### src/rtl/core/dpd_pkg.sv
// ----------------------------------------------------------------------------
// dpd_pkg: shared types, constants and fixed-point helpers
// Holds the register map, the configuration bundle and the round/saturate
// helpers used by every stage of the depth pixel deprojection pipeline.
// ----------------------------------------------------------------------------
package dpd_pkg;

    // Register indexes on the configuration port.
    localparam logic [2:0] CfgPrincipalX   = 3'd0;
    localparam logic [2:0] CfgPrincipalY   = 3'd1;
    localparam logic [2:0] CfgInvFocalX    = 3'd2;
    localparam logic [2:0] CfgInvFocalY    = 3'd3;
    localparam logic [2:0] CfgRadialK1     = 3'd4;
    localparam logic [2:0] CfgRadialK2     = 3'd5;
    localparam logic [2:0] CfgRadialK3     = 3'd6;
    localparam logic [2:0] CfgTangential   = 3'd7;

    // Depth scale 0.000124986647 m per unit in Q0.48, split as Hi * 2^18 + Lo.
    localparam logic [17:0] DepthScaleHi   = 18'd134203;
    localparam logic [17:0] DepthScaleLo   = 18'd102321;

    // One in Q7.24.
    localparam logic signed [63:0] OneQ24  = 64'sd16777216;

    localparam logic signed [63:0] SatMax  = 64'sd2147483647;
    localparam logic signed [63:0] SatMin  = -64'sd2147483648;

    // Register stages in the lens correction pipeline.
    localparam int DistLatency = 13;

    typedef struct packed {
        logic        [19:0] principal_x;
        logic        [19:0] principal_y;
        logic        [31:0] inv_focal_x;
        logic        [31:0] inv_focal_y;
        logic signed [31:0] k1;
        logic signed [31:0] k2;
        logic signed [31:0] k3;
        logic signed [31:0] p1;
        logic signed [31:0] p2;
    } t_cfg;

    // Clamp to the signed 32-bit range.
    function automatic logic signed [31:0] sat32(input logic signed [63:0] v);
        logic signed [31:0] r;
        if (v > SatMax) begin
            r = 32'sh7FFFFFFF;
        end else if (v < SatMin) begin
            r = 32'sh80000000;
        end else begin
            r = v[31:0];
        end
        return r;
    endfunction

    // Round half up by sh bits, then clamp.
    function automatic logic signed [31:0] rnd_sat(input logic signed [63:0] v,
                                                   input int unsigned sh);
        logic signed [63:0] t;
        t = (v + (64'sd1 <<< (sh - 1))) >>> sh;
        return sat32(t);
    endfunction

endpackage

### src/rtl/core/dpd_normalize.sv
// ----------------------------------------------------------------------------
// dpd_normalize: pixel normalization and depth scaling
// Three stages: center on the principal point, multiply by the reciprocal
// focal lengths and the depth scale, then round and saturate.
// ----------------------------------------------------------------------------
module dpd_normalize #(
    parameter int COORD_BITS = 12,
    parameter int DEPTH_BITS = 16
) (
    input  logic                        i_clk,
    input  logic                        i_rst_n,
    input  dpd_pkg::t_cfg               i_cfg,
    input  logic                        i_valid,
    input  logic [COORD_BITS-1:0]       i_column,
    input  logic [COORD_BITS-1:0]       i_row,
    input  logic [DEPTH_BITS-1:0]       i_raw,
    output logic                        o_valid,
    output logic signed [31:0]          o_x,
    output logic signed [31:0]          o_y,
    output logic [DEPTH_BITS+7:0]       o_z
);

    // Centered coordinate must hold both the shifted pixel and the 20-bit center.
    localparam int DW = ((COORD_BITS + 8 > 20) ? COORD_BITS + 8 : 20) + 1;
    localparam int PW = DW + 33;
    localparam int ZW = DEPTH_BITS + 8;
    localparam int SW = DEPTH_BITS + 37;

    localparam logic [DEPTH_BITS+17:0] DepthScaleHiW = (DEPTH_BITS + 18)'(dpd_pkg::DepthScaleHi);
    localparam logic [DEPTH_BITS+17:0] DepthScaleLoW = (DEPTH_BITS + 18)'(dpd_pkg::DepthScaleLo);

    logic [2:0]                r_vld;
    logic signed [DW-1:0]      r_dx;
    logic signed [DW-1:0]      r_dy;
    logic [DEPTH_BITS-1:0]     r_raw;
    logic signed [PW-1:0]      r_px_p;
    logic signed [PW-1:0]      r_py_p;
    logic [DEPTH_BITS+17:0]    r_zh_p;
    logic [DEPTH_BITS+17:0]    r_zl_p;
    logic signed [31:0]        r_x;
    logic signed [31:0]        r_y;
    logic [ZW-1:0]             r_z;
    logic [SW-1:0]             w_zsum;

    always_ff @(posedge i_clk) begin
        if (!i_rst_n) begin
            r_vld <= '0;
        end else begin
            r_vld <= {r_vld[1:0], i_valid};
        end
    end

    assign w_zsum = (SW'(r_zh_p) << 18) + SW'(r_zl_p) + (SW'(1) << 27);

    always_ff @(posedge i_clk) begin
        r_dx   <= $signed(DW'({i_column, 8'b0})) - $signed(DW'(i_cfg.principal_x));
        r_dy   <= $signed(DW'({i_row, 8'b0})) - $signed(DW'(i_cfg.principal_y));
        r_raw  <= i_raw;

        r_px_p <= r_dx * $signed({1'b0, i_cfg.inv_focal_x});
        r_py_p <= r_dy * $signed({1'b0, i_cfg.inv_focal_y});
        r_zh_p <= r_raw * DepthScaleHiW;
        r_zl_p <= r_raw * DepthScaleLoW;

        r_x    <= dpd_pkg::rnd_sat(64'(r_px_p), 16);
        r_y    <= dpd_pkg::rnd_sat(64'(r_py_p), 16);
        r_z    <= w_zsum[ZW+27:28];
    end

    assign o_valid = r_vld[2];
    assign o_x     = r_x;
    assign o_y     = r_y;
    assign o_z     = r_z;

endmodule

### config.mk
export PLATFORM = sky130hd
export DESIGN_NAME = dpd_normalize
export DESIGN_NICKNAME = d
export VERILOG_FILES = /design/src/rtl/core/dpd_pkg.sv /design/src/rtl/core/dpd_normalize.sv
export SDC_FILE = /design/constraint.sdc
export NUM_CORES = 2
export LEC_CHECK = 0
export BUFFER_PORTS_ARGS = -buffer_cell sky130_fd_sc_hd__buf_2
export CELL_PAD_IN_SITES_DETAIL_PLACEMENT = 1
export CELL_PAD_IN_SITES_GLOBAL_PLACEMENT = 2
export CORE_MARGIN = 3
export CORE_UTILIZATION = 44
export CTS_CLUSTER_DIAMETER = 150
export DETAILED_ROUTE_END_ITERATION = 16
export PLACE_DENSITY = 0.95
export SLEW_MARGIN = 10
export SYNTH_ARGS = -nofsm -noshare
export SYNTH_HDL_FRONTEND = slang
export SYNTH_SLANG_ARGS = --single-unit
### constraint.sdc
create_clock -name i_clk -period 9.69 [get_ports i_clk]
set_input_delay 0.4845 -clock i_clk [delete_from_list [all_inputs] [get_ports i_clk]]
set_output_delay 0.4845 -clock i_clk [all_outputs]
set_load 0.005 [all_outputs]
Word level (Yosys, flattened, before mapping)
Index checks and enable logic that the tools add are counted.
- eq/ne operators: 0
- divide/modulo/power cells: 0
- muxes and demuxes: 2
- shifts and indexed selects: 0
- add/sub/neg operators: 6
- magnitude comparators: 4
- bitwise operators: 0
- reductions and logical operators: 0
- multiply operators: 4
- operators with widths (kind ; number):
    $add 54x17->55 const B ; 2
    $mul 21x33->54 ; 2
    $gt 39x32->1 const B ; 2
    $lt 39x32->1 const B ; 2
    $mux 32 ; 2
    $add 52x28->52 const B ; 1
    $add 52x33->52 ; 1
    $sub 20x20->21 ; 2
    $mul 16x18->34 const B ; 1
    $mul 16x17->33 const B ; 1
- bits in read-only memories: 0
- RAM bits: 0
- memories kept: 0
- bits in latches: 0
- register bits after elaboration: 324
- word-level logic and storage cells: 27
- input bits: 307
- output and inout bits: 89

Longest topological paths before layout
- depth after elaboration: 3
- mapped depth: 27
- gate-level depth less buffers: 25

Worst setup path before layout
OpenSTA, ideal clock, no wires.
- kind: input to register
- from: input i_cfg[206] (netlist name)
- to: register r_px_p[50]
- path buffers: 2
- data required time: 9.618 ns
- path slack: 2.904 ns
- data arrival time: 6.714 ns
- cell stages on the path: 23
- cells stage by stage: clkbuf_1 > nand2_1 > fa_1 > inv_1 > fa_1 > fa_1 > fa_1 > fa_1 > fa_1 > inv_1 > fa_1 > inv_1 > ha_1 > clkbuf_1 > nand4_1 > nor2_1 > a41oi_1 > a31oi_1 > nor3_1 > o31ai_1 > nor2_1 > o41ai_2 > xor2_1
- longest elaborated chain between the ends: 1
- ends and longest elaborated chain (what ; RTL line ; source):
    start: declaration ; dpd_normalize.sv:12 ; input dpd_pkg::t_cfg i_cfg,
    $mul 21x33->54 ; dpd_normalize.sv:60 ; r_px_p <= r_dx * $signed({1'b0, i_cfg.inv_focal_x});
    end signal: assignment ; dpd_normalize.sv:60 ;
    end: declaration ; dpd_normalize.sv:36 ; logic signed [PW-1:0] r_px_p;
Every way passes these cells.
A chain may end at the register's enable or synchronous reset.

Worst setup path in the final report
- from: register r_dx[6]
- to: register r_px_p[50]
- longest elaborated chain between the ends: 1
- ends and longest elaborated chain (what ; RTL line ; source):
    start: declaration ; dpd_normalize.sv:33 ; logic signed [DW-1:0] r_dx;
    start signal: assignment ; dpd_normalize.sv:56 ; r_dx <= $signed(DW'({i_column, 8'b0})) - $signed(DW'(i_cfg.principal_x));
    $mul 21x33->54 ; dpd_normalize.sv:60 ;
Every way passes these cells.

==> results.cfg <==
[run_status]
status = finished, final reports clean

[layout]
fin_nets = 8966
final_common_cell = inv_1
mostFrequentLayoutCells = inv_1 (1595), fa_1 (1282), nand2_1 (845), ha_1 (669), and2_1 (553)
drive_gt1_share_pct = 5.671
areaGrowthSynthToFinish_pct = 6.752

[routing]
drt_iter0_markers = 2283
vias = 45369
wl_per_cell_um = 21.14
routed_wl_mm = 180.1
drc_errors = 0
drt-vias-per-instance = 5.325
ant_nets = 0
drt_first_pass_iters = 7

[clock_network]
cts-root-buf = clkbuf_16
clock_latency_ps = 600
ctsResizeCount = 0
clk_pin_slew_ps = 60
cts_tree = done
clockBufferDepth = 3
cts_max_level = 2
cts_buffers = 39
cts_sinks = 276

[worst_setup_path]
crit_path_end_kind = register
cp.arrival_ps = 8750
crit_fanout = 14
crit_type = reg -> reg
worst_setup_path_start_kind = register
crit_required_ps = 10210

[job]
max-cap-violations = 0

[synth]
syn-cell-area_um2 = 60870
yosysTopAreaCell = fa_1
ys_top_cells_by_area = fa_1 (42%), ha_1 (14%), inv_1 (9.8%), dfxtp_1 (9.1%), and2_1 (5.7%)
yosys_warnings = 0
avgSynthCellArea_um2 = 9.135
seq_area_frac_synth_pct = 9.077
synthFlopType = dfxtp_1
syn_nets = 8921
synth_top_area_share_pct = 42.16
synth_edf_count = 0
synth-seq-cells = 276
yosysUniqueCellTypes = 72
synth_cells = 6663
async_reset_ff_share_pct = 0

[die]
die_area_um2 = 142800
start_util_pct = 44.60
die_width_um = 377.9
core_area_um2 = 136500
die_y_um = 377.9
num_rows = 135
num_io_pins = 396

[placement]
dp_hpwl_mm = 143.0
io_buffers = 235
gp_congestion = 0.9104

[global_route]
grt_max_degree = 33
antenna_found_initial = 6
grt_pass1_vias = 52968
grt_usage_pct = 25.83
overflow = 0
grt_pass1_wl_mm = 288.5

[timing]
tns_ps = 0
hold_viol = 0
fmax_mhz = 121.4
finalSetupViolations = 0
min_period_ps = 8235
max_slew_margin_pct = 17.39
slew_viol_final = 0
rsz0062_at_grt = false
hold_ws_ps = 69.14
worst_pin_slew_ps = 1237
finalClockSkew_ps = 39.31
period_share_pct = 84.99

[min_path]
hp-class = in -> reg
==> critical path, stage by stage, from the launching register on <==
cell      delay, ps
dfxtp_1         880
buf_4           360
nand2_1         120
fa_1            590
inv_1            70
fa_1            560
inv_1            60
fa_1            510
inv_1            60
fa_1            550
fa_1            440
fa_1            640
inv_1            90
fa_1            570
inv_1            60
ha_1            430
nand2_1         150
nor3_1          230
nand4_1         150
a211oi_1        410
nor3_1          190
o31ai_1         410
nor2_1          100
o41ai_2         350
xor2_1          170
==> stage by stage <==
| step | cells | area (um2) | utilization, % | worst slack [ps] |
|---|---|---|---|---|
| 2_1_floorplan | 6663 | 60870 | - | 2904 |
| 3_3_place_gp | 8431 | 63450 | 46.49 | 1808 |
| 3_5_place_dp | 8431 | 63450 | 46.49 | 1687 |
| 4_1_cts | 8517 | 64970 | 47.61 | 1589 |
| 5_1_grt | 8518 | 64970 | 47.61 | 1205 |
| 6_report | 8520 | 64980 | 47.61 | 1455 |
==> sequential cells by signal (all words and copies together), names as in the netlist <==
name	count
r_zl_p	15
o_z	24
r_dy	21
r_dx	21
o_y	32
r_zh_p	34
o_x	32
r_px_p	39
r_vld	3
r_raw	16
r_py_p	39
==> cell families (layout without fill, tap and decap cells) <==
logic type / Yosys count / count (layout) / synth area share, %
DFF: 276 / 276 / 9.077
muxes: 4 / 4 / 0.06578
buffers and inverters: 1878 / 1951 / 11.66
other: 0 / 3 / 0
xor gates and xnor gates: 234 / 234 / 3.367
adders and majority gates: 1951 / 1951 / 55.91
and+or+nand+nor: 1841 / 1841 / 14.91
AOI/OAI and AO/OA: 479 / 479 / 5.005
==> synthesized netlist by cell type (10+ instances only) <==
library cell  number
inv_1           1595
fa_1            1282
nand2_1          845
ha_1             669
and2_1           553
dfxtp_1          276
clkbuf_1         271
a21oi_1          154
xnor2_1          151
nor2_1           111
xor2_1            83
nand3_1           77
o21ai_0           71
a21o_1            57
nor2b_1           54
nor3_1            42
and3_1            39
nand4_1           34
nand2b_1          31
o21ai_1           31
a31oi_1           21
o21a_1            19
o21bai_1          16
a211oi_1          12
o211ai_1          10
==> final timing paths <==
check | from | end | slack [ps] | depth (start not counted)
setup / recovery | r_dx[6]$_DFF_P_ | r_px_p[50]$_DFF_P_ | 1450 | 24
hold / removal | i_cfg[244] | r_dx[0]$_DFF_P_ | 70 | 1
setup reg to reg | r_dx[6]$_DFF_P_ | r_px_p[50]$_DFF_P_ | 1450 | 24
hold reg to reg | r_vld[0]$_SDFF_PN0_ | r_vld[1]$_SDFF_PN0_ | 430 | 1
==> cell type report <==
type	instances	area, um2
clock buffer	49	1064
inverter	1595	5987
timing repair buffer	287	1609
sequential	276	5550
antenna	3	7.507
fill	15827	71500
multi-input combinational	4509	48250
tap	1781	2228
clock inverter	20	285.3
==> timing repair <==
item,4_1_cts,5_1_grt
hold buffers,17,0
endpoints found under the hold margin,17,0
buffers inserted,0,0
==> per-layer routing <==
| metal | global-route usage, % | vias up | routed length [um] | share of wire, % |
|---|---|---|---|---|
| met2 | 44.60 | 1426 | 87780 | 49 |
| met5 | 0 | - | 23 | 0.013 |
| li1 | - | 19913 | - | - |
| met1 | 33.00 | 23646 | 74610 | 41 |
| met3 | 4.580 | 380 | 11830 | 6.6 |
| met4 | 7.889 | 4 | 5877 | 3.3 |
Power is left out: the tool's default activity adds up to more than one toggle a clock period on the data nets, which glitch-free logic cannot reach.
