[config.mk]
export PLATFORM = sky130hd
export DESIGN_NAME = dpd_cfg_regs
export DESIGN_NICKNAME = d
export VERILOG_FILES = /design/src/rtl/core/dpd_pkg.sv /design/src/rtl/core/dpd_cfg_regs.sv
export SDC_FILE = /design/constraint.sdc
export NUM_CORES = 1
export LEC_CHECK = 0
export BUFFER_PORTS_ARGS = -buffer_cell sky130_fd_sc_hd__buf_2
export CAP_MARGIN = 20
export CORE_MARGIN = 5
export CORE_UTILIZATION = 50
export CTS_CLUSTER_DIAMETER = 150
export DETAILED_ROUTE_END_ITERATION = 7
export GPL_ROUTABILITY_DRIVEN = 0
export MAX_ROUTING_LAYER = met4
export PLACE_DENSITY = 0.82
export REMOVE_ABC_BUFFERS = 1
export SYNTH_ARGS = -nofsm -noshare
export SYNTH_HDL_FRONTEND = slang
export SYNTH_SLANG_ARGS = --single-unit
[constraint.sdc]
create_clock -name i_clk -period 1.8 [get_ports i_clk]
set_clock_uncertainty 0.05 [all_clocks]
set_input_delay 0.09 -clock i_clk [delete_from_list [all_inputs] [get_ports i_clk]]
set_output_delay 0.09 -clock i_clk [all_outputs]
set_load 0.01 [all_outputs]
[src/rtl/core/dpd_pkg.sv]
// ----------------------------------------------------------------------------
// dpd_pkg: shared types, constants and fixed-point helpers
// Holds the register map, the configuration bundle and the round/saturate
// helpers used by every stage of the depth pixel deprojection pipeline.
// ----------------------------------------------------------------------------
package dpd_pkg;

    // Register indexes on the configuration port.
    localparam logic [2:0] CfgPrincipalX   = 3'd0;
    localparam logic [2:0] CfgPrincipalY   = 3'd1;
    localparam logic [2:0] CfgInvFocalX    = 3'd2;
    localparam logic [2:0] CfgInvFocalY    = 3'd3;
    localparam logic [2:0] CfgRadialK1     = 3'd4;
    localparam logic [2:0] CfgRadialK2     = 3'd5;
    localparam logic [2:0] CfgRadialK3     = 3'd6;
    localparam logic [2:0] CfgTangential   = 3'd7;

    // Depth scale 0.000124986647 m per unit in Q0.48, split as Hi * 2^18 + Lo.
    localparam logic [17:0] DepthScaleHi   = 18'd134203;
    localparam logic [17:0] DepthScaleLo   = 18'd102321;

    // One in Q7.24.
    localparam logic signed [63:0] OneQ24  = 64'sd16777216;

    localparam logic signed [63:0] SatMax  = 64'sd2147483647;
    localparam logic signed [63:0] SatMin  = -64'sd2147483648;

    // Register stages in the lens correction pipeline.
    localparam int DistLatency = 13;

    typedef struct packed {
        logic        [19:0] principal_x;
        logic        [19:0] principal_y;
        logic        [31:0] inv_focal_x;
        logic        [31:0] inv_focal_y;
        logic signed [31:0] k1;
        logic signed [31:0] k2;
        logic signed [31:0] k3;
        logic signed [31:0] p1;
        logic signed [31:0] p2;
    } t_cfg;

    // Clamp to the signed 32-bit range.
    function automatic logic signed [31:0] sat32(input logic signed [63:0] v);
        logic signed [31:0] r;
        if (v > SatMax) begin
            r = 32'sh7FFFFFFF;
        end else if (v < SatMin) begin
            r = 32'sh80000000;
        end else begin
            r = v[31:0];
        end
        return r;
    endfunction

    // Round half up by sh bits, then clamp.
    function automatic logic signed [31:0] rnd_sat(input logic signed [63:0] v,
                                                   input int unsigned sh);
        logic signed [63:0] t;
        t = (v + (64'sd1 <<< (sh - 1))) >>> sh;
        return sat32(t);
    endfunction

endpackage

[src/rtl/core/dpd_cfg_regs.sv]
// ----------------------------------------------------------------------------
// dpd_cfg_regs: configuration register file
// Eight registers written by index; presented to the pipeline as one bundle.
// ----------------------------------------------------------------------------
module dpd_cfg_regs (
    input  logic                 i_clk,
    input  logic                 i_rst_n,
    input  logic                 i_wr_en,
    input  logic [2:0]           i_wr_index,
    input  logic [63:0]          i_wr_data,
    output dpd_pkg::t_cfg        o_cfg
);

    logic [19:0] r_principal_x;
    logic [19:0] r_principal_y;
    logic [31:0] r_inv_focal_x;
    logic [31:0] r_inv_focal_y;
    logic [31:0] r_radial_k1;
    logic [31:0] r_radial_k2;
    logic [31:0] r_radial_k3;
    logic [63:0] r_tangential;

    always_ff @(posedge i_clk) begin
        if (!i_rst_n) begin
            r_principal_x <= '0;
            r_principal_y <= '0;
            r_inv_focal_x <= '0;
            r_inv_focal_y <= '0;
            r_radial_k1   <= '0;
            r_radial_k2   <= '0;
            r_radial_k3   <= '0;
            r_tangential  <= '0;
        end else if (i_wr_en) begin
            unique case (i_wr_index)
                dpd_pkg::CfgPrincipalX: r_principal_x <= i_wr_data[19:0];
                dpd_pkg::CfgPrincipalY: r_principal_y <= i_wr_data[19:0];
                dpd_pkg::CfgInvFocalX:  r_inv_focal_x <= i_wr_data[31:0];
                dpd_pkg::CfgInvFocalY:  r_inv_focal_y <= i_wr_data[31:0];
                dpd_pkg::CfgRadialK1:   r_radial_k1   <= i_wr_data[31:0];
                dpd_pkg::CfgRadialK2:   r_radial_k2   <= i_wr_data[31:0];
                dpd_pkg::CfgRadialK3:   r_radial_k3   <= i_wr_data[31:0];
                dpd_pkg::CfgTangential: r_tangential  <= i_wr_data;
                default: ;
            endcase
        end
    end

    assign o_cfg.principal_x = r_principal_x;
    assign o_cfg.principal_y = r_principal_y;
    assign o_cfg.inv_focal_x = r_inv_focal_x;
    assign o_cfg.inv_focal_y = r_inv_focal_y;
    assign o_cfg.k1          = $signed(r_radial_k1);
    assign o_cfg.k2          = $signed(r_radial_k2);
    assign o_cfg.k3          = $signed(r_radial_k3);
    assign o_cfg.p1          = $signed(r_tangential[31:0]);
    assign o_cfg.p2          = $signed(r_tangential[63:32]);

endmodule

### Yosys cells after proc, flatten, opt, wreduce, memory -nomap -nowiden

Cells that the tools add are included.

* register bits: 264
* logic and storage cells: 24
* output and inout port bits: 264
* bits of input ports: 70

* reduce and logical (&&, ||, !) cells: 9
* eq/ne operators: 7

Operators by type and width (count)
* $reduce_and 2->1: 8
* $eq 3x3->1 const B: 4
* $eq 3x2->1 const B: 2
* $eq 3x1->1 const B: 1
* $logic_not 3->1: 1

### Longest topological paths before layout

Gate-level depths: netlist of the first run.

* word-level depth: 2
* gate-level depth with buffers: 5
* gate-level depth less buffers: 2

### Least setup slack after synthesis of the first run

No wires, ideal clock.

* kind: input -> register
* from: input port i_wr_index[0]
* to: register r_principal_x[19]
* setup time: 0.126 ns
* data arrival time: 1.104 ns
* buffers on the path: 3
* slack: 0.520 ns
* cell stages on the path: 5
* data required time: 1.624 ns
* cell sequence: buf_2 -> or4b_1 -> clkbuf_1 -> buf_6 -> mux2i_1

* word-level cells in the longest chain between the ends: 2

RTL lines
* from (decl): line dpd_cfg_regs.sv:9 `input logic [2:0] i_wr_index,`
* $logic_not 3->1: line dpd_cfg_regs.sv:34 `unique case (i_wr_index)`
* $reduce_and 2->1 (no line)
* to (signal assigned): line dpd_cfg_regs.sv:35 `dpd_pkg::CfgPrincipalX: r_principal_x <= i_wr_data[19:0];`
* to (decl): line dpd_cfg_regs.sv:14 `logic [19:0] r_principal_x;`

Every way passes these cells.
A chain may end at the register's enable or synchronous reset.

==> flow_summary.ini, run 1 <==
[floorplan]
die_x_um = 148.2
design.die.area_mm2 = 0.02196
ios = 334
start_util = 0.5088
core-area_mm2 = 0.01877
rows = 50
dieHeight_um = 148.2

[sta]
setup_viol = 0
fin_setup_tns_ns = 0
rsz0062_at_grt = no
hold_viol_final = 0
min_period_ns = 1.413
slew_viol_final = 0
tightestPinTransition_ns = 0.4291
max-slew-margin-rel = 0.7139
fmax_mhz = 707.6
min_period_over_period = 0.7851
timing.final.ws_setup_ns = 0.3868

[synth]
synth.ff_latch_count = 264
async_flop_share = 0
synth_edf_count = 0
yosys-top-cells-area = dfxtp_1 55%, mux2i_1 28%, nand2_1 13%
synth_flop_cell = dfxtp_1
avgSynthCellArea_um2 = 10.23
yosys_warnings = 0
netlist-cell-type-count = 13
synthTopCellsByCount = 328 x nand2_1, 264 x dfxtp_1, 264 x mux2i_1
synth_top_area_cell = dfxtp_1
syn-cell-area_mm2 = 0.009549
synth_seq_area_share = 0.5535
synth.most_common_cell = nand2_1
syn-instance-count = 933
synthDominantCellAreaShare = 0.5535

[clocking]
post_cts_buffers = 0
clkTransAtPathRegs_ns = 0.06
cts_buffer_depth = 3
root_buffer = clkbuf_16
cts_buffers = 28
cts_sinks = 264
clock_latency_ns = 0.52
cts_tree = yes
h-tree-depth = 1

[layout]
fillCellCount = 1330
drive_above_1_share = 0.3053
area_delta_synth_final_pct = 37.54
instances_no_fill = 1577
insertedDiodeCount = 0
nets = 1391
fin_util = 0.6998

[drt]
firstDrtPassIters = 5
vias = 8132
drt_iter0_markers = 280
avgViaCountPerCell = 5.157
wl_mm = 28.81
routedWlPerCell_um = 18.27
drc_errors = 0
ant_nets = 0

[placed_design]
hpwl_mm = 18.29
dp_slack_ns = 0.3860
place_inst = 1463
portBuffers = 333

[power_and_ir_drop]
leakage_nw = 7.273
p_per_area_mw_per_mm2 = 950.4
power_mw = 12.48
ir_drop_mv = 0.7092

[hold_path]
hp-class = primary input to flop
hold_depth = 3

[flow_run]
drv_cap = 0

[critical_path]
cp-start-kind = primary input
worstPathMaxFanout = 59
path_class = primary input to flop
crit_arrival_ns = 1.80
cp.required_ns = 2.19
reg2reg_depth = 2
critPathCaptureType = flop

[grt]
overflow = 0
antenna_found_initial = 0
grt_use_total = 0.2605
grt_max_degree = 60
grt_pass1_wl_mm = 45.50
grt_pass1_vias = 8432

[status]
outcome = finished clean
==> where the power goes <==
part / leakage, nW / internal, mW / switching (mW)
Clock: 0.436 / 3.21 / 2.26
Combinational: 4.70 / 0.433 / 0.543
Sequential: 2.14 / 5.97 / 0.0664
==> repair_timing <==
| item | CTS | global route |
|---|---|---|
| hold buffers | 62 | 0 |
| endpoints found under the hold margin | 227 | 0 |
| resized for setup | 0 | 0 |
==> state kept, by name, indices dropped and copies added (netlist names) <==
register       count
r_radial_k1       32
r_radial_k3       32
r_radial_k2       32
r_inv_focal_x     32
r_principal_y     20
r_inv_focal_y     32
r_tangential      64
r_principal_x     20
==> final cells by class <==
cell class | count | area [um^2] | share of cell area
clock buffers | 45 | 845.8 | 0.06440
clock inverters | 7 | 41.29 | 0.003144
multi-input cells | 600 | 3994 | 0.3041
flip-flops and latches | 264 | 5285 | 0.4024
well taps | 234 | 292.8 | 0.02229
repair buffers | 427 | 2675 | 0.2037
==> worst paths after layout <==
check / start / end / slack (ns)
max: i_rst_n / r_tangential[6] / 0.39
min: i_wr_data[9] / r_radial_k3[9] / 0.02
max reg2reg: r_tangential[61] / r_tangential[61] / 1.01
min reg2reg: r_radial_k3[6] / r_radial_k3[6] / 0.40
==> metrics by stage <==
stage,hold WS (ns),instance area (um^2)
CTS,0.008417,13130
finish,0.01700,13130
global placement,0.2845,11630
detailed placement,0.2876,11630
floorplan,0.1788,9233
global route,0.04389,13130
==> per-layer routing <==
| layer | share of wire | track usage | up-vias |
|---|---|---|---|
| li1 | - | - | 3861 |
| met5 | 0 | - | - |
| met2 | 0.49 | 0.4483 | 312 |
| met3 | 0.083 | 0.06338 | 66 |
| met4 | 0.028 | 0.07483 | 0 |
| met1 | 0.40 | 0.3044 | 3893 |
==> critical path, stage by stage <==
cell	delay [ns]
dlygate4sd3_1	0.57
buf_8	0.37
buf_12	0.25
buf_4	0.20
nand2_1	0.11
mux2i_1	0.18
==> cell usage in the layout, fill, tap and decap left out, drive strengths merged <==
master,instances
nand4bb,1
dfxtp,264
clkinv,6
or4b,1
buf,365
clkbuf,45
mux2i,264
dlygate4sd3,62
nor4bb,2
nand4b,3
nand4,1
clkinvlp,1
nand2,328
==> cells by family (layout without fill, tap and decap cells) <==
kind of cell | after synthesis | in the layout | share of synthesized area
buffers and inverters | 69 | 479 | 0.03315
flip-flops | 264 | 264 | 0.5535
multiplexers | 264 | 264 | 0.2767
AND/OR/NAND/NOR | 336 | 336 | 0.1367
(Power assumes the default switching activity.)
==> run 2, diff against run 1 <==
==> constraint.sdc (replaced) <==
create_clock -name i_clk -period 1.4 [get_ports i_clk]
set_clock_uncertainty 0.05 [all_clocks]
set_input_delay 0.07 -clock i_clk [delete_from_list [all_inputs] [get_ports i_clk]]
set_output_delay 0.07 -clock i_clk [all_outputs]
set_load 0.01 [all_outputs]
==> run 2 against run 1 <==
Compared with the run above:
- global-route usage down 0.054 points
- count of clock-buffer cells in the layout decreased by 5
- worst hold slack improved by 0.030 ns
- final cell count is 0.13% higher
- largest cell class unchanged
- combinational power grew 31%
- critical endpoint is now r_principal_y[5]
==> flow_summary.ini, run 2 (same netlist as run 1, synthesis figures left out) <==
[status]
outcome = finished clean

[power_and_ir_drop]
ir_drop_mv = 0.8774
p_per_area_mw_per_mm2 = 1188
power_mw = 15.63
leakage_nw = 7.292

[hold_path]
hold_end = r_radial_k1[5]
hold_depth = 3
min-delay-start = i_wr_data[5]
hp-class = primary input to flop

[sta]
timing.final.ws_setup_ns = 0.1432
slew_viol_final = 0
min_period_over_period = 0.8977
min_period_ns = 1.257
max-slew-margin-rel = 0.7264
setup_viol = 0
rsz0062_at_grt = no
hold_viol_final = 0
tightestPinTransition_ns = 0.4094
fmax_mhz = 795.7

[layout]
layout_commonest_cell = buf_2
nets = 1400
insertedDiodeCount = 0
top_register = r_tangential
multi_input_area_mm2 = 0.003994
seq_area_mm2 = 0.005285
fillCellCount = 1335
largest_reg_flops = 64
final_cell_mix = 332 x buf_2, 328 x nand2_1, 264 x mux2i_1, 264 x dfxtp_1, 63 x dlygate4sd3_1
area_delta_synth_final_pct = 37.71
drive_above_1_share = 0.3071

[drt]
drt_iter0_markers = 212
vias = 8135
drc_errors = 0
routedWlPerCell_um = 18.37
avgViaCountPerCell = 5.152
ant_nets = 0
firstDrtPassIters = 5
wl_mm = 29.01

[critical_path]
cp-start-kind = primary input
reg2reg_depth = 2
crit_arrival_ns = 1.63
r2r-start = r_tangential[37]
crit_cells = 5
max_stage_delay_ns = 0.56
cp_cell_sequence = dlygate4sd3_1 -> buf_8 -> buf_12 -> nand2_1 -> mux2i_1
cp.required_ns = 1.77
rr_endpoint = r_tangential[37]
crit_slowest_cell = dlygate4sd3_1
cp.buffers_inverters = 3
rrSetupSlack_ns = 0.57
critPathCaptureType = flop
path_class = primary input to flop
worstPathMaxFanout = 30
path_delay_family = buffers and inverters

[grt]
grt_pass1_wl_mm = 45.33
grt_pass1_vias = 8503
antenna_found_initial = 0
overflow = 0
grt_max_degree = 39
grt_use_total = 0.2600

[floorplan]
die_x_um = 148.2
design.die.area_mm2 = 0.02196
rows = 50
start_util = 0.5088
ios = 334
dieHeight_um = 148.2
core-area_mm2 = 0.01877

[placed_design]
dp_slack_ns = 0.05650
hpwl_mm = 18.90
portBuffers = 333

[flow_run]
drv_cap = 0

[clocking]
root_buffer = clkbuf_16
ctsResizeCount = 0
cts_buffer_depth = 3
clkTransAtPathRegs_ns = 0.06
h-tree-depth = 1
clock_latency_ns = 0.51
cts_tree = yes
cts_sinks = 264
cts_buffers = 27
==> run 2: tightest hold or removal path: stages <==
cell	delay, ns
buf_2	0.08
nand2_1	0.22
mux2i_1	0.19
==> run 2: how the worst max path moves through the flow <==
stage                                    to  slack (ns)          start
after floorplan            r_inv_focal_x[0]       -3.72  i_wr_index[2]
after global placement    r_principal_x[10]        0.11  i_wr_index[2]
after detailed placement  r_inv_focal_x[19]        0.06  i_wr_index[0]
after CTS                  r_principal_y[5]        0.16        i_rst_n
after global routing       r_principal_x[5]        0.03        i_rst_n
final                      r_principal_y[5]        0.14        i_rst_n
==> run 2: through the flow <==
| step | hold WS [ns] | area [um^2] | setup TNS, ns | utilization | std cells |
|---|---|---|---|---|---|
| detailed placement | 0.2726 | 11720 | 0 | 0.6244 | 1472 |
| floorplan | 0.1588 | 9233 | -377.52 | - | 864 |
| CTS | 0.03295 | 13150 | 0 | 0.7007 | 1579 |
| global placement | 0.2621 | 11720 | 0 | 0.6244 | 1472 |
| finish | 0.04672 | 13150 | 0 | 0.7007 | 1579 |
| global route | 0.09093 | 13150 | 0 | 0.7007 | 1579 |
==> run 2: per-layer routing <==
| layer | global-route usage | share of wire |
|---|---|---|
| met5 | - | 0 |
| met4 | 0.07945 | 0.030 |
| met3 | 0.07008 | 0.085 |
| met2 | 0.4540 | 0.49 |
| met1 | 0.2918 | 0.39 |
==> run 2: cell type report <==
type | instances | area share
Sequential cell | 264 | 0.4019
Tap cell | 234 | 0.02226
Timing Repair Buffer | 437 | 0.2112
Multi-Input combinational cell | 600 | 0.3037
Clock inverter | 4 | 0.001998
Clock buffer | 40 | 0.05890
==> run 2: timing repair <==
action | 4_1_cts | 5_1_grt
setup buffers | 0 | 0
hold buffers | 63 | 0
endpoints found under the hold margin | 222 | 0
setup endpoints to repair | 0 | 0
==> run 2: power by group <==
part / internal (mW) / switching, mW
clock: 3.79 / 2.78
sequential: 7.68 / 0.0875
combinational: 0.576 / 0.705
total: 12.0 / 3.58
==> run 3, diff against run 2 <==
--- a/config.mk
+++ b/config.mk
@@ -5,15 +5,15 @@
 export SDC_FILE = /design/constraint.sdc
 export NUM_CORES = 1
 export LEC_CHECK = 0
-export BUFFER_PORTS_ARGS = -buffer_cell sky130_fd_sc_hd__buf_2
 export CAP_MARGIN = 20
 export CORE_MARGIN = 5
 export CORE_UTILIZATION = 50
 export CTS_CLUSTER_DIAMETER = 150
 export DETAILED_ROUTE_END_ITERATION = 7
+export DONT_BUFFER_PORTS = 1
 export GPL_ROUTABILITY_DRIVEN = 0
 export MAX_ROUTING_LAYER = met4
-export PLACE_DENSITY = 0.82
+export PLACE_DENSITY = 0.67
 export REMOVE_ABC_BUFFERS = 1
 export SYNTH_ARGS = -nofsm -noshare
 export SYNTH_HDL_FRONTEND = slang
==> run 3 against run 2 <==
Compared with the run above:
- the flow now stops in clock tree synthesis (4_1_cts)
- synthesized cell count is the same
- synthesized area is the same
==> flow_summary.ini, run 3 <==
[status]
outcome = did not finish
haltStage = clock tree synthesis (4_1_cts)
error_line = [ERROR RSZ-0060] Max buffer count reached.

[placed_design]
place_inst = 1107
dp_slack_ns = 0.06726
portBuffers = 0
hpwl_mm = 15.22

[synth]
synth.ff_latch_count = 264
synth.most_common_cell = nand2_1
synth_flop_cell = dfxtp_1
async_flop_share = 0
synthXorXnorAreaFrac = 0
synth_seq_area_share = 0.5535
netlist-cell-type-count = 13
syn-cell-area_mm2 = 0.009549
yosys_warnings = 0
synth_top_family_by_area = multiplexers
avgSynthCellArea_um2 = 10.23
synthDominantCellAreaShare = 0.5535
yosys-top-cells-area = dfxtp_1 55%, mux2i_1 28%, nand2_1 13%
synth-simple-area-share = 0.1367
synth-adder-area-share = 0
synth_edf_count = 0
synth_top_area_cell = dfxtp_1
syn-instance-count = 933
synthTopCellsByCount = 328 x nand2_1, 264 x dfxtp_1, 264 x mux2i_1
synth_mux_area_frac = 0.2767
synth-compound-area-share = 0

[floorplan]
die_x_um = 148.2
ios = 334
rows = 50
dieHeight_um = 148.2
start_util = 0.5088

[clocking]
hold_buffers = 231
cts_sinks = 264
h-tree-depth = 1
ctsResizeCount = 0
cts_buffers = 27
cts_buffer_depth = 3
post_cts_buffers = 0
root_buffer = clkbuf_16
==> run 3: cell counts after synthesis <==
No cell type changed its count.
==> run 3: logic make-up after synthesis <==
group,Yosys count
simple gates,336
buf+inv,69
flops,264
mux,264
==> run 3: through the flow <==
| stage | instance area [um^2] | TNS, ns |
|---|---|---|
| after detailed placement | 9752 | 0 |
| after global placement | 9752 | 0 |
| after floorplan | 9233 | -377.52 |
==> run 4, diff against run 3 <==
--- a/config.mk
+++ b/config.mk
@@ -7,13 +7,11 @@
 export LEC_CHECK = 0
 export CAP_MARGIN = 20
 export CORE_MARGIN = 5
-export CORE_UTILIZATION = 50
-export CTS_CLUSTER_DIAMETER = 150
+export CORE_UTILIZATION = 35
 export DETAILED_ROUTE_END_ITERATION = 7
 export DONT_BUFFER_PORTS = 1
 export GPL_ROUTABILITY_DRIVEN = 0
-export MAX_ROUTING_LAYER = met4
-export PLACE_DENSITY = 0.67
+export PLACE_DENSITY_LB_ADDON = 0.15
 export REMOVE_ABC_BUFFERS = 1
 export SYNTH_ARGS = -nofsm -noshare
 export SYNTH_HDL_FRONTEND = slang
==> run 4 against run 3 <==
Compared with the run above:
- synthesized cell count unchanged
- synthesized area unchanged
- the flow again stops in clock tree synthesis (4_1_cts)
==> flow_summary.ini, run 4 <==
[clocking]
h-tree-depth = 1
post_cts_buffers = 0
cts_buffers = 28
ctsResizeCount = 0
cts_buffer_depth = 3
hold_buffers = 254
cts_sinks = 264
root_buffer = clkbuf_16

[synth]
synthDominantCellAreaShare = 0.5535
synth.most_common_cell = nand2_1
synthTopCellsByCount = 328 x nand2_1, 264 x dfxtp_1, 264 x mux2i_1
synth_flop_cell = dfxtp_1
async_flop_share = 0
syn-instance-count = 933
yosys-top-cells-area = dfxtp_1 55%, mux2i_1 28%, nand2_1 13%
synth_seq_area_share = 0.5535
syn-cell-area_mm2 = 0.009549
avgSynthCellArea_um2 = 10.23
synth_edf_count = 0
synth_top_area_cell = dfxtp_1
netlist-cell-type-count = 13
yosys_warnings = 0
synth.ff_latch_count = 264

[placed_design]
portBuffers = 0
hpwl_mm = 16.32
dp_slack_ns = 0.04951

[floorplan]
die_x_um = 175.2
rows = 60
dieHeight_um = 175.2
start_util = 0.3553
ios = 334

[status]
haltStage = clock tree synthesis (4_1_cts)
error_line = [ERROR RSZ-0060] Max buffer count reached.
outcome = did not finish
[run 4: kinds of logic after synthesis]
group / synth area share
flip-flops: 0.5535
multiplexers: 0.2767
buffers and inverters: 0.03315
AND/OR/NAND/NOR: 0.1367
[run 4: stage by stage]
step | instances | instance area, um^2 | TNS, ns | util | hold slack (ns)
2_1_floorplan | 864 | 9233 | -377.52 | - | 0.1588
3_3_place_gp | 1216 | 9913 | 0 | 0.3689 | 0.1622
3_5_place_dp | 1216 | 9913 | 0 | 0.3689 | 0.1655
